### config.mk
export PLATFORM = sky130hd
export DESIGN_NAME = pd_position_torque_controller
export DESIGN_NICKNAME = d
export VERILOG_FILES = /design/src/hdl/pdtc_pkg.sv /design/src/hdl/pdtc_sat.sv /design/src/hdl/pd_position_torque_controller.sv
export SDC_FILE = /design/constraint.sdc
export NUM_CORES = 2
export LEC_CHECK = 0
export BUFFER_PORTS_ARGS = -buffer_cell sky130_fd_sc_hd__buf_2
export CORE_MARGIN = 2
export CORE_UTILIZATION = 60
export CTS_BUF_LIST = sky130_fd_sc_hd__clkbuf_8
export DETAILED_ROUTE_END_ITERATION = 16
export MAX_ROUTING_LAYER = met4
export PLACE_DENSITY = 0.81
export SYNTH_ARGS = -nofsm -noshare
export SYNTH_HDL_FRONTEND = slang
export SYNTH_SLANG_ARGS = --single-unit
### constraint.sdc
create_clock -name clk -period 19 [get_ports clk]
set_input_delay 2.85 -clock clk [delete_from_list [all_inputs] [get_ports clk]]
set_output_delay 2.85 -clock clk [all_outputs]
set_load 0.02 [all_outputs]
### src/hdl/pdtc_pkg.sv
// Package for the PD position torque controller: register indexes, widths and config type.
`default_nettype none
package pdtc_pkg;

  localparam int unsigned CfgIdxW = 3;
  localparam int unsigned CfgDataW = 16;

  localparam logic [CfgIdxW-1:0] REG_KP_GAIN        = 3'd0;
  localparam logic [CfgIdxW-1:0] REG_KD_RATE_GAIN   = 3'd1;
  localparam logic [CfgIdxW-1:0] REG_TORQUE_LIMIT   = 3'd2;
  localparam logic [CfgIdxW-1:0] REG_TARGET_INITIAL = 3'd3;
  localparam logic [CfgIdxW-1:0] REG_TARGET_STEP    = 3'd4;
  localparam logic [CfgIdxW-1:0] REG_TARGET_MAX     = 3'd5;
  localparam logic [CfgIdxW-1:0] REG_TARGET_MIN     = 3'd6;

  localparam logic [15:0] KP_RESET        = 16'd128;
  localparam logic [15:0] KD_RESET        = 16'd5120;
  localparam logic [14:0] LIMIT_RESET     = 15'd1280;
  localparam logic [14:0] INITIAL_RESET   = 15'd2560;
  localparam logic [14:0] STEP_RESET      = 15'd1280;
  localparam logic [14:0] MAX_RESET       = 15'd6400;
  localparam logic [14:0] MIN_RESET       = 15'd1280;

  localparam int unsigned InDataW  = 24;
  localparam int unsigned OutDataW = 56;

  typedef struct packed {
    logic [15:0] kp_gain;
    logic [15:0] kd_rate_gain;
    logic [14:0] torque_limit;
    logic [14:0] target_initial;
    logic [14:0] target_step;
    logic [14:0] target_max;
    logic [14:0] target_min;
  } cfg_t;

endpackage
`default_nettype wire

### src/hdl/pdtc_sat.sv
// Torque sum, floor scaling by 1/256 and symmetric saturation.
`default_nettype none
module pdtc_sat (
  input  wire logic signed [33:0] p_kp,
  input  wire logic signed [34:0] p_kd,
  input  wire logic        [14:0] torque_limit,
  output logic signed      [15:0] torque_cmd,
  output logic                    torque_limited
);
  import pdtc_pkg::*;

  logic signed [35:0] sum;
  logic signed [27:0] raw;
  logic signed [27:0] lim_pos;
  logic signed [27:0] lim_neg;

  always_comb begin
    sum     = {{2{p_kp[33]}}, p_kp} + {p_kd[34], p_kd};
    raw     = sum[35:8];
    lim_pos = $signed({13'd0, torque_limit});
    lim_neg = -lim_pos;
    if (raw > lim_pos) begin
      torque_cmd     = lim_pos[15:0];
      torque_limited = 1'b1;
    end else if (raw < lim_neg) begin
      torque_cmd     = lim_neg[15:0];
      torque_limited = 1'b1;
    end else begin
      torque_cmd     = raw[15:0];
      torque_limited = 1'b0;
    end
  end

endmodule
`default_nettype wire

### src/hdl/pd_position_torque_controller.sv
// Top level of the PD position torque controller: config registers, target state, pipeline.
`default_nettype none
// Each input transfer is one control tick: it updates the target from the clicks, forms the
// position error and a saturated PD torque, and yields exactly one result transfer. Ticks go
// through two register stages (input, result): one pass of logic between them forms the target,
// the error, both products, the sum and the clamp. A new tick can be taken every cycle unless
// the output stalls; each stage holds while the next one is full and stalled. Input and
// configuration are not ready during reset. Configuration writes are otherwise always ready and
// must be made while no tick is in flight; a new target_initial applies at the next inactive
// tick.
module pd_position_torque_controller (
  input  wire logic                          clk,
  input  wire logic                          rst_n,
  input  wire logic                          in_tvalid,
  output logic                               in_tready,
  // motor_angle[15:0], assist_active[16], flip_click[17], step_click[18], zero [23:19]
  input  wire logic [pdtc_pkg::InDataW-1:0]  in_tdata,
  output logic                               out_tvalid,
  input  wire logic                          out_tready,
  // torque_cmd[15:0], target_pos[31:16], position_error[48:32], torque_limited[49],
  // zero [55:50]
  output logic [pdtc_pkg::OutDataW-1:0]      out_tdata,
  input  wire logic                          cfg_valid,
  output logic                               cfg_ready,
  input  wire logic [pdtc_pkg::CfgIdxW-1:0]  cfg_index,
  input  wire logic [pdtc_pkg::CfgDataW-1:0] cfg_data
);
  import pdtc_pkg::*;

  cfg_t cfg_r;

  logic               s0_valid_r;
  logic signed [15:0] s0_angle_r;
  logic               s0_active_r;
  logic               s0_flip_r;
  logic               s0_step_r;

  logic               out_valid_r;
  logic [OutDataW-1:0] out_data_r;

  logic signed [16:0] last_error_r;
  logic               target_negative_r;
  logic [14:0]        target_magnitude_r;

  logic               s0_ready;
  logic               out_ready_int;
  logic               s0_move;

  logic               neg_nxt;
  logic [15:0]        step_sum;
  logic [14:0]        mag_nxt;
  logic signed [15:0] target_nxt;
  logic signed [16:0] error_nxt;
  logic signed [17:0] diff_nxt;
  logic signed [16:0] last_error_nxt;

  logic signed [33:0] p_kp;
  logic signed [34:0] p_kd;

  logic signed [15:0] torque;
  logic               limited;

  assign cfg_ready     = rst_n;
  assign out_ready_int = !out_valid_r || out_tready;
  assign s0_ready      = !s0_valid_r || out_ready_int;
  assign in_tready     = rst_n && s0_ready;
  assign s0_move       = s0_valid_r && out_ready_int;
  assign out_tvalid    = out_valid_r;
  assign out_tdata     = out_data_r;

  always_ff @(posedge clk) begin
    if (!rst_n) begin
      cfg_r.kp_gain        <= KP_RESET;
      cfg_r.kd_rate_gain   <= KD_RESET;
      cfg_r.torque_limit   <= LIMIT_RESET;
      cfg_r.target_initial <= INITIAL_RESET;
      cfg_r.target_step    <= STEP_RESET;
      cfg_r.target_max     <= MAX_RESET;
      cfg_r.target_min     <= MIN_RESET;
    end else if (cfg_valid) begin
      unique case (cfg_index)
        REG_KP_GAIN:        cfg_r.kp_gain        <= cfg_data;
        REG_KD_RATE_GAIN:   cfg_r.kd_rate_gain   <= cfg_data;
        REG_TORQUE_LIMIT:   cfg_r.torque_limit   <= cfg_data[14:0];
        REG_TARGET_INITIAL: cfg_r.target_initial <= cfg_data[14:0];
        REG_TARGET_STEP:    cfg_r.target_step    <= cfg_data[14:0];
        REG_TARGET_MAX:     cfg_r.target_max     <= cfg_data[14:0];
        REG_TARGET_MIN:     cfg_r.target_min     <= cfg_data[14:0];
        default: ;
      endcase
    end
  end

  always_comb begin
    step_sum = {1'b0, target_magnitude_r} + {1'b0, cfg_r.target_step};
    if (!s0_active_r) begin
      neg_nxt        = 1'b0;
      mag_nxt        = cfg_r.target_initial;
      target_nxt     = $signed({1'b0, cfg_r.target_initial});
      error_nxt      = '0;
      diff_nxt       = '0;
      last_error_nxt = '0;
    end else begin
      neg_nxt = target_negative_r ^ s0_flip_r;
      if (!s0_step_r) begin
        mag_nxt = target_magnitude_r;
      end else if (step_sum > {1'b0, cfg_r.target_max}) begin
        mag_nxt = cfg_r.target_min;
      end else begin
        mag_nxt = step_sum[14:0];
      end
      target_nxt     = neg_nxt ? -$signed({1'b0, mag_nxt}) : $signed({1'b0, mag_nxt});
      error_nxt      = {target_nxt[15], target_nxt} - {s0_angle_r[15], s0_angle_r};
      diff_nxt       = {error_nxt[16], error_nxt} - {last_error_r[16], last_error_r};
      last_error_nxt = error_nxt;
    end
    p_kp = $signed({18'd0, cfg_r.kp_gain}) * $signed({{17{error_nxt[16]}}, error_nxt});
    p_kd = $signed({19'd0, cfg_r.kd_rate_gain}) * $signed({{17{diff_nxt[17]}}, diff_nxt});
  end

  always_ff @(posedge clk) begin
    if (!rst_n) begin
      s0_valid_r         <= 1'b0;
      out_valid_r        <= 1'b0;
      last_error_r       <= '0;
      target_negative_r  <= 1'b0;
      target_magnitude_r <= INITIAL_RESET;
    end else begin
      if (s0_ready) begin
        s0_valid_r <= in_tvalid;
      end
      if (out_ready_int) begin
        out_valid_r <= s0_valid_r;
      end
      if (s0_move) begin
        last_error_r       <= last_error_nxt;
        target_negative_r  <= neg_nxt;
        target_magnitude_r <= mag_nxt;
      end
    end
  end

  always_ff @(posedge clk) begin
    if (in_tready && in_tvalid) begin
      s0_angle_r  <= $signed(in_tdata[15:0]);
      s0_active_r <= in_tdata[16];
      s0_flip_r   <= in_tdata[17];
      s0_step_r   <= in_tdata[18];
    end
    if (s0_move) begin
      out_data_r <= {6'd0, limited, error_nxt, target_nxt, torque};
    end
  end

  pdtc_sat u_sat (
    .p_kp           (p_kp),
    .p_kd           (p_kd),
    .torque_limit   (cfg_r.torque_limit),
    .torque_cmd     (torque),
    .torque_limited (limited)
  );

endmodule
`default_nettype wire

After elaboration in Yosys (flattened, before gate mapping)
Cells that the tools add are included.
Word-level totals
  bits in registers: 211
  bits of input ports: 48
  output and inout port bits: 59
  logic and storage cells: 64
Operators by class
  add/sub/neg operators: 6
  $mul: 2
  $lt $le $gt $ge: 3
  equal/unequal tests: 6
  muxes and demuxes: 12
  bitwise gates (word level): 1
  reduce and logical (&&, ||, !) cells: 15
Operators with widths (count)
  $mux 15: 6
  $add 34x35->36: 1
  $mul 17x18->35: 1
  $mul 17x17->34: 1
  $mux 16: 2
  $gt 28x16->1: 1
  $lt 28x28->1: 1
  $neg 15->28: 1
  $mux 18: 1
  $sub 17x17->18: 1
  $mux 17: 1
  $sub 16x16->17: 1
  $add 15x15->16: 1
  $gt 16x15->1: 1
  $neg 15->16: 1
  $reduce_and 2->1: 7
  $eq 3x3->1 const B: 3
  $eq 3x2->1 const B: 2
  $eq 3x1->1 const B: 1
  $logic_and 1x1->1: 3
  $logic_not 3->1: 1
  $logic_not 1->1: 2
  $logic_or 1x1->1: 2
  $mux 1: 2
  $xor 1x1->1: 1

Longest topological paths before layout
  depth after elaboration: 15
  mapped depth: 72
  gate-level depth less buffers: 68

Cells and area by module
From an unflattened synthesis, not the netlist that was laid out.
Second synthesis, totals
  cells, all modules: 4136
  area, all modules: 35302.6 um^2
Modules (own cells, without submodules)
  pd_position_torque_controller: instances 1, cells each 3600, area each 31546.5 um^2, seq. area each 4914.7 um^2
  pdtc_sat: instances 1, cells each 536, area each 3756.1 um^2, seq. area each 0.0 um^2

Least setup slack after synthesis
No wires, ideal clock.
  kind: flip-flop to flip-flop
  start point: register cfg_r[30] (netlist name)
  end point: register out_data_r[11], in the netlist out_tdata[11], data pin
  setup time: 256 ps
  arrival time: 15372 ps
  required time: 18744 ps
  setup slack: 3372 ps
  cell stages (with the launch flop): 64
  buffers on the path: 4
  clock period less this slack: 15628 ps
  cell sequence: dfxtp_1 -> ha_1 -> fa_1 -> a211oi_1 -> o21ai_0 -> a41o_1 -> a21oi_1 -> xnor2_1 -> ha_1 -> nand4_1 -> nor3_1 -> o21ai_0 -> a41oi_1 -> clkbuf_1 -> o21ai_0 -> a31oi_1 -> o21ai_0 -> xnor2_1 -> (+28 left out) -> inv_1 -> ha_1 -> a21o_1 -> a21o_1 -> a21oi_1 -> o21a_1 -> o21bai_1 -> a2111oi_2 -> o21bai_1 -> xnor2_1 -> inv_1 -> ha_1 -> and4_1 -> o21ai_0 -> a22oi_1 -> buf_2 -> mux2_2 -> a22o_1
On the way
  word-level cells in the longest chain between the ends: 15
  elaborated cells on any way between the ends: 18
  those cells by class: add/sub (5); mul (2); order compare (3); mux (8)
RTL lines
  start: declaration: line pd_position_torque_controller.sv:30  | cfg_t cfg_r;
  $add 15x15->16 *: line pd_position_torque_controller.sv:95  | step_sum = {1'b0, target_magnitude_r} + {1'b0, cfg_r.target_step};
  $gt 16x15->1: line pd_position_torque_controller.sv:107  | end else if (step_sum > {1'b0, cfg_r.target_max}) begin
  $mux 15 *: line pd_position_torque_controller.sv:107
  $mux 15 *: line pd_position_torque_controller.sv:105  | if (!s0_step_r) begin
  $mux 15 *: line pd_position_torque_controller.sv:96  | if (!s0_active_r) begin
  $neg 15->16: line pd_position_torque_controller.sv:112  | target_nxt = neg_nxt ? -$signed({1'b0, mag_nxt}) : $signed({1'b0, mag_nxt});
  $mux 16 *: line pd_position_torque_controller.sv:112
  $sub 16x16->17 *: line pd_position_torque_controller.sv:113  | error_nxt = {target_nxt[15], target_nxt} - {s0_angle_r[15], s0_angle_r};
  $sub 17x17->18: line pd_position_torque_controller.sv:114  | diff_nxt = {error_nxt[16], error_nxt} - {last_error_r[16], last_error_r};
  $mux 18: line pd_position_torque_controller.sv:96
  $mul 17x18->35: line pd_position_torque_controller.sv:118  | p_kd = $signed({19'd0, cfg_r.kd_rate_gain}) * $signed({{17{diff_nxt[17]}}, diff_nxt});
  $add 34x35->36 *: line pdtc_sat.sv:18  | sum = {{2{p_kp[33]}}, p_kp} + {p_kd[34], p_kd};
  $lt 28x28->1: line pdtc_sat.sv:25  | end else if (raw < lim_neg) begin
  $mux 16: line pdtc_sat.sv:25
  $mux 15 *: line pdtc_sat.sv:22  | if (raw > lim_pos) begin
  via torque[11]: line pd_position_torque_controller.sv:60  | logic signed [15:0] torque;
  end signal: assignment: line pd_position_torque_controller.sv:151  | out_data_r <= {6'd0, limited, error_nxt, target_nxt, torque};
  end: declaration: line pd_position_torque_controller.sv:39  | logic [OutDataW-1:0] out_data_r;
The timed path passes the listed nets; every way through them passes the cells marked *. The select of a mux whose other input is x is not followed.
A chain may end at the register's enable or synchronous reset.

Final worst setup path
  start point: register target_magnitude_r[0]
  end point: register out_data_r[3], in the netlist out_tdata[3], data pin
On the way
  word-level cells in the longest chain between the ends: 15
  elaborated cells on any way between the ends: 18
  those cells by class: add/sub (5); mul (2); order compare (3); mux (8)
RTL lines
  start: declaration: line pd_position_torque_controller.sv:43  | logic [14:0] target_magnitude_r;
  start signal: assignment: line pd_position_torque_controller.sv:138  | target_magnitude_r <= mag_nxt;
  $add 15x15->16: line pd_position_torque_controller.sv:95
  $gt 16x15->1: line pd_position_torque_controller.sv:107
  $mux 15: line pd_position_torque_controller.sv:107
  $mux 15 *: line pd_position_torque_controller.sv:105
  $mux 15 *: line pd_position_torque_controller.sv:96
  $neg 15->16: line pd_position_torque_controller.sv:112
  $mux 16 *: line pd_position_torque_controller.sv:112
  $sub 16x16->17 *: line pd_position_torque_controller.sv:113
  $sub 17x17->18: line pd_position_torque_controller.sv:114
  $mux 18: line pd_position_torque_controller.sv:96
  $mul 17x18->35: line pd_position_torque_controller.sv:118
  $add 34x35->36 *: line pdtc_sat.sv:18
  $lt 28x28->1: line pdtc_sat.sv:25
  $mux 16: line pdtc_sat.sv:25
  $mux 15 *: line pdtc_sat.sv:22
  via torque[3]: line pd_position_torque_controller.sv:60
Marked as above.

==> key figures <==
Worst setup path
  – Crit path max fanout: 25
  – CP Capture Type: register
  – Worst path most repeated cell: fa_1
  – Crit path required time: 19.31 ns
  – Critical path class: reg -> reg
  – CP arrival: about 18 ns
  – Worst Setup Start Kind: register
  – Max stage delay cell, worst path: or3_1
  – Slowest stage delay, CP: 0.64 ns

Logic synthesis
  – Post-synth top cells: inv_1 (807), nand2_1 (603), fa_1 (582)
  – Synth top area share: around a third
  – Adder-Cell Fraction of Synth Area: approximately 46%
  – XOR/XNOR Fraction of Synth Area: 2.45%
  – Synth Flop Type: dfxtp_1
  – Async S/R FF share, synth: 0%
  – Area leader, netlist: fa_1
  – Cells after Synth: just under 4000
  – Most common cell in the netlist: inv_1
  – Compound-Gate Fraction of Synth Area: 8.48%
  – Post-synth EDFFs: 69
  – Flops & latches, synth: 211
  – Avg Inst Size Synth: approximately 9 um2
  – Simple-gate share of the synthesized area: 16.7%
  – Ys Warns: 0
  – Area contributors post-synth: fa_1 (34%), ha_1 (11%), inv_1 (8.9%)
  – Post-Syn Area: between 30000 and 40000 um2
  – Yosys cell types: 74
  – Sequential fraction of the synthesis area: between 10% and 20%
  – Largest family of logic cells by synthesized area: adder cells
  – Post-synthesis mux area share: 1.21%

STA
  – Setup violations, final: 0
  – Final-report max-slew violation count: 0
  – Worst-margin pin slew: around 1.2 ns
  – Max transition margin: a little under a fifth
  – Clock skew: ~0.033 ns
  – Fin crit period: approximately 18 ns
  – RSZ-0062 raised after global routing: false
  – Final Hold Fails: 0
  – Final worst path period share: roughly 94%
  – Max Clk Rate: about 0.056 GHz
  – Setup tns final: 0 ns

Floorplan
  – Core ar.: roughly 56000 um2
  – Die Y: roughly 240 um
  – Site Rows: 87
  – Initial Util: between 60% and 70%
  – I/O pins: 107
  – Die X: about 240 um
  – Die ar.: 58600 um2

Finish
  – Nets@finish: approximately 4800
  – Share of layout cells above drive strength 1: under 10%
  – Area grow syn2layout: 5.46%

Route
  – Via count: ~27000
  – Routed wire per std cell: ~19 um
  – DRT Pass-1 Iters: 6
  – Residual DRC: 0
  – WL final: slightly below 90 mm
  – DR vias/cell: 5.72
  – Routed Antenna Nets: 0
  – DRT iter0 DRCs: about 2300

GRT
  – Vias in the first global route: around 27000
  – Congestion Overflow GR: 0
  – First-pass GRT wire length: about 140 mm
  – Largest net degree at the start of global routing: just under 200
  – GRT Overall Usage: roughly a third
  – Initial antenna violation count: 2

Clock tree
  – Clk_lat worst skew: 0.57 ns
  – Reg clk slew, reported paths: around 0.07 ns
  – H-tree Lvls: 2
  – CTS tree: done
  – TritonCTS Buffers: 35
  – Max Buffers Root-to-Sink: 3
  – Root buf cell: clkbuf_8
  – Clock Sinks: roughly 210

Power
  – Final Power: 5.66 mW
  – PwrDens: about 160 nW/um2
  – Worst vdd ir: slightly above 200 uV
  – Leak: around 18 nW

Placed design
  – Port bufs: 95
  – DP Wirelength: between 60 and 70 mm
  – RePlAce Congestion: 0.942

Run
  – # Max-Cap Violations: 0

Status
  – Outcome: completed

Worst hold path
  – Hold WC Path Type: reg -> reg
cells by family (layout without fill, tap and decap cells):
| family | after synthesis | after routing |
|---|---|---|
| simple gates | 1199 | 1199 |
| other cells | 1 | 7 |
| buf+inv | 1001 | 1019 |
| flops | 211 | 211 |
| compound gates | 423 | 423 |
| xor+xnor | 95 | 95 |
| mux | 39 | 39 |
| fa+ha+maj | 890 | 890 |
metal layers:
layer	part of all wire [%]	vias to the layer above	GRT usage, %
met5	0	-	-
met4	4.6	0	12.3
met3	9.6	235	5.16
met2	45	1215	48.7
met1	41	13100	42.8
li1	-	12000	-
layout by cell type (no fill, tap or decap), types with 12 or more instances in the layout:
cell type  Yosys  routed
a21boi_0     115     115
a21o_1        32      32
a21oi_1       86      86
a31oi_1       16      15
and2_1       117     117
and3_1       177     177
and4_1        12      12
buf_2          4      94
buf_4          8      52
clkbuf_8       0      44
dfxtp_1      142     142
edfxtp_1      69      69
fa_1         582     582
ha_1         308     308
inv_1        807     817
mux2_2        17      17
mux2i_1       22      22
nand2_1      603     603
nand3_1       46      46
nand4_1       24      24
nor2_1       112     112
nor2b_1       18      18
nor3_1        32      32
o211ai_1      12      12
o21ai_0       64      64
or2_2         19      19
xnor2_1       73      73
xor2_1        22      21
flip-flops by register name (all words and copies together) (netlist names), 15 cells and up:
signal / cells
last_error_r: 17
out_tdata: 50
s0_angle_r: 16
cfg_r: 107
target_magnitude_r: 15
worst max-delay path: cells and delay by family (launching register included):
kind                     cells  cell delay, ns
AO/OA/AOI/OAI               25            5.63
XOR/XNOR                     4            1.31
adder cells (fa/ha/maj)     15            6.53
buffers and inverters        7            0.57
flip-flops                   1            0.35
multiplexers                 1            0.30
AND/OR/NAND/NOR             12            2.92
final cells by class:
| type | instances | area, um2 |
|---|---|---|
| antenna | 1 | 2.50 |
| clock buffer | 44 | 606 |
| clock inverter | 20 | 130 |
| fill | 4610 | 20300 |
| inverter | 808 | 3030 |
| multi-input combinational | 2652 | 25400 |
| sequential | 211 | 4910 |
| tap | 756 | 946 |
| timing repair buffer | 147 | 881 |
metrics by stage:
step           std cells  utilization (%)  setup WS [ns]  hold WS (ns)  cell area [um2]
6_report            4639             63.9           1.09         0.462            35900
5_1_grt             4639             63.9         0.0196         0.482            35900
4_1_cts             4638             63.8           1.20         0.464            35900
3_5_place_dp        4574             62.5           1.33         0.456            35100
3_3_place_gp        4574             62.5           1.59         0.444            35100
2_1_floorplan       3864                -           3.37         0.434            34000
path summary, 6_finish.rpt:
| path | start | to | slack (ns) | depth (start not counted) |
|---|---|---|---|---|
| min | cfg_r[6]$_SDFFE_PN0P_ | cfg_r[6]$_SDFFE_PN0P_ | 0.46 | 2 |
| max | target_magnitude_r[0]$_SDFFE_PN0P_ | out_tdata[3]$_DFFE_PP_ | 1.09 | 64 |
| min reg2reg | cfg_r[6]$_SDFFE_PN0P_ | cfg_r[6]$_SDFFE_PN0P_ | 0.46 | 2 |
| max reg2reg | target_magnitude_r[0]$_SDFFE_PN0P_ | out_tdata[3]$_DFFE_PP_ | 1.09 | 64 |
where the power goes:
group          total [mW]  internal, mW  switching, mW
clock               0.421         0.225          0.196
combinational        4.69          1.78           2.91
sequential          0.546         0.521         0.0244
timing repair:
item                                    CTS  global route
hold buffers                              0             0
resized for setup                         0             2
endpoints found under the setup margin    0             8
setup buffers                             0             0
Note: power is estimated with default switching activity, not from simulation.
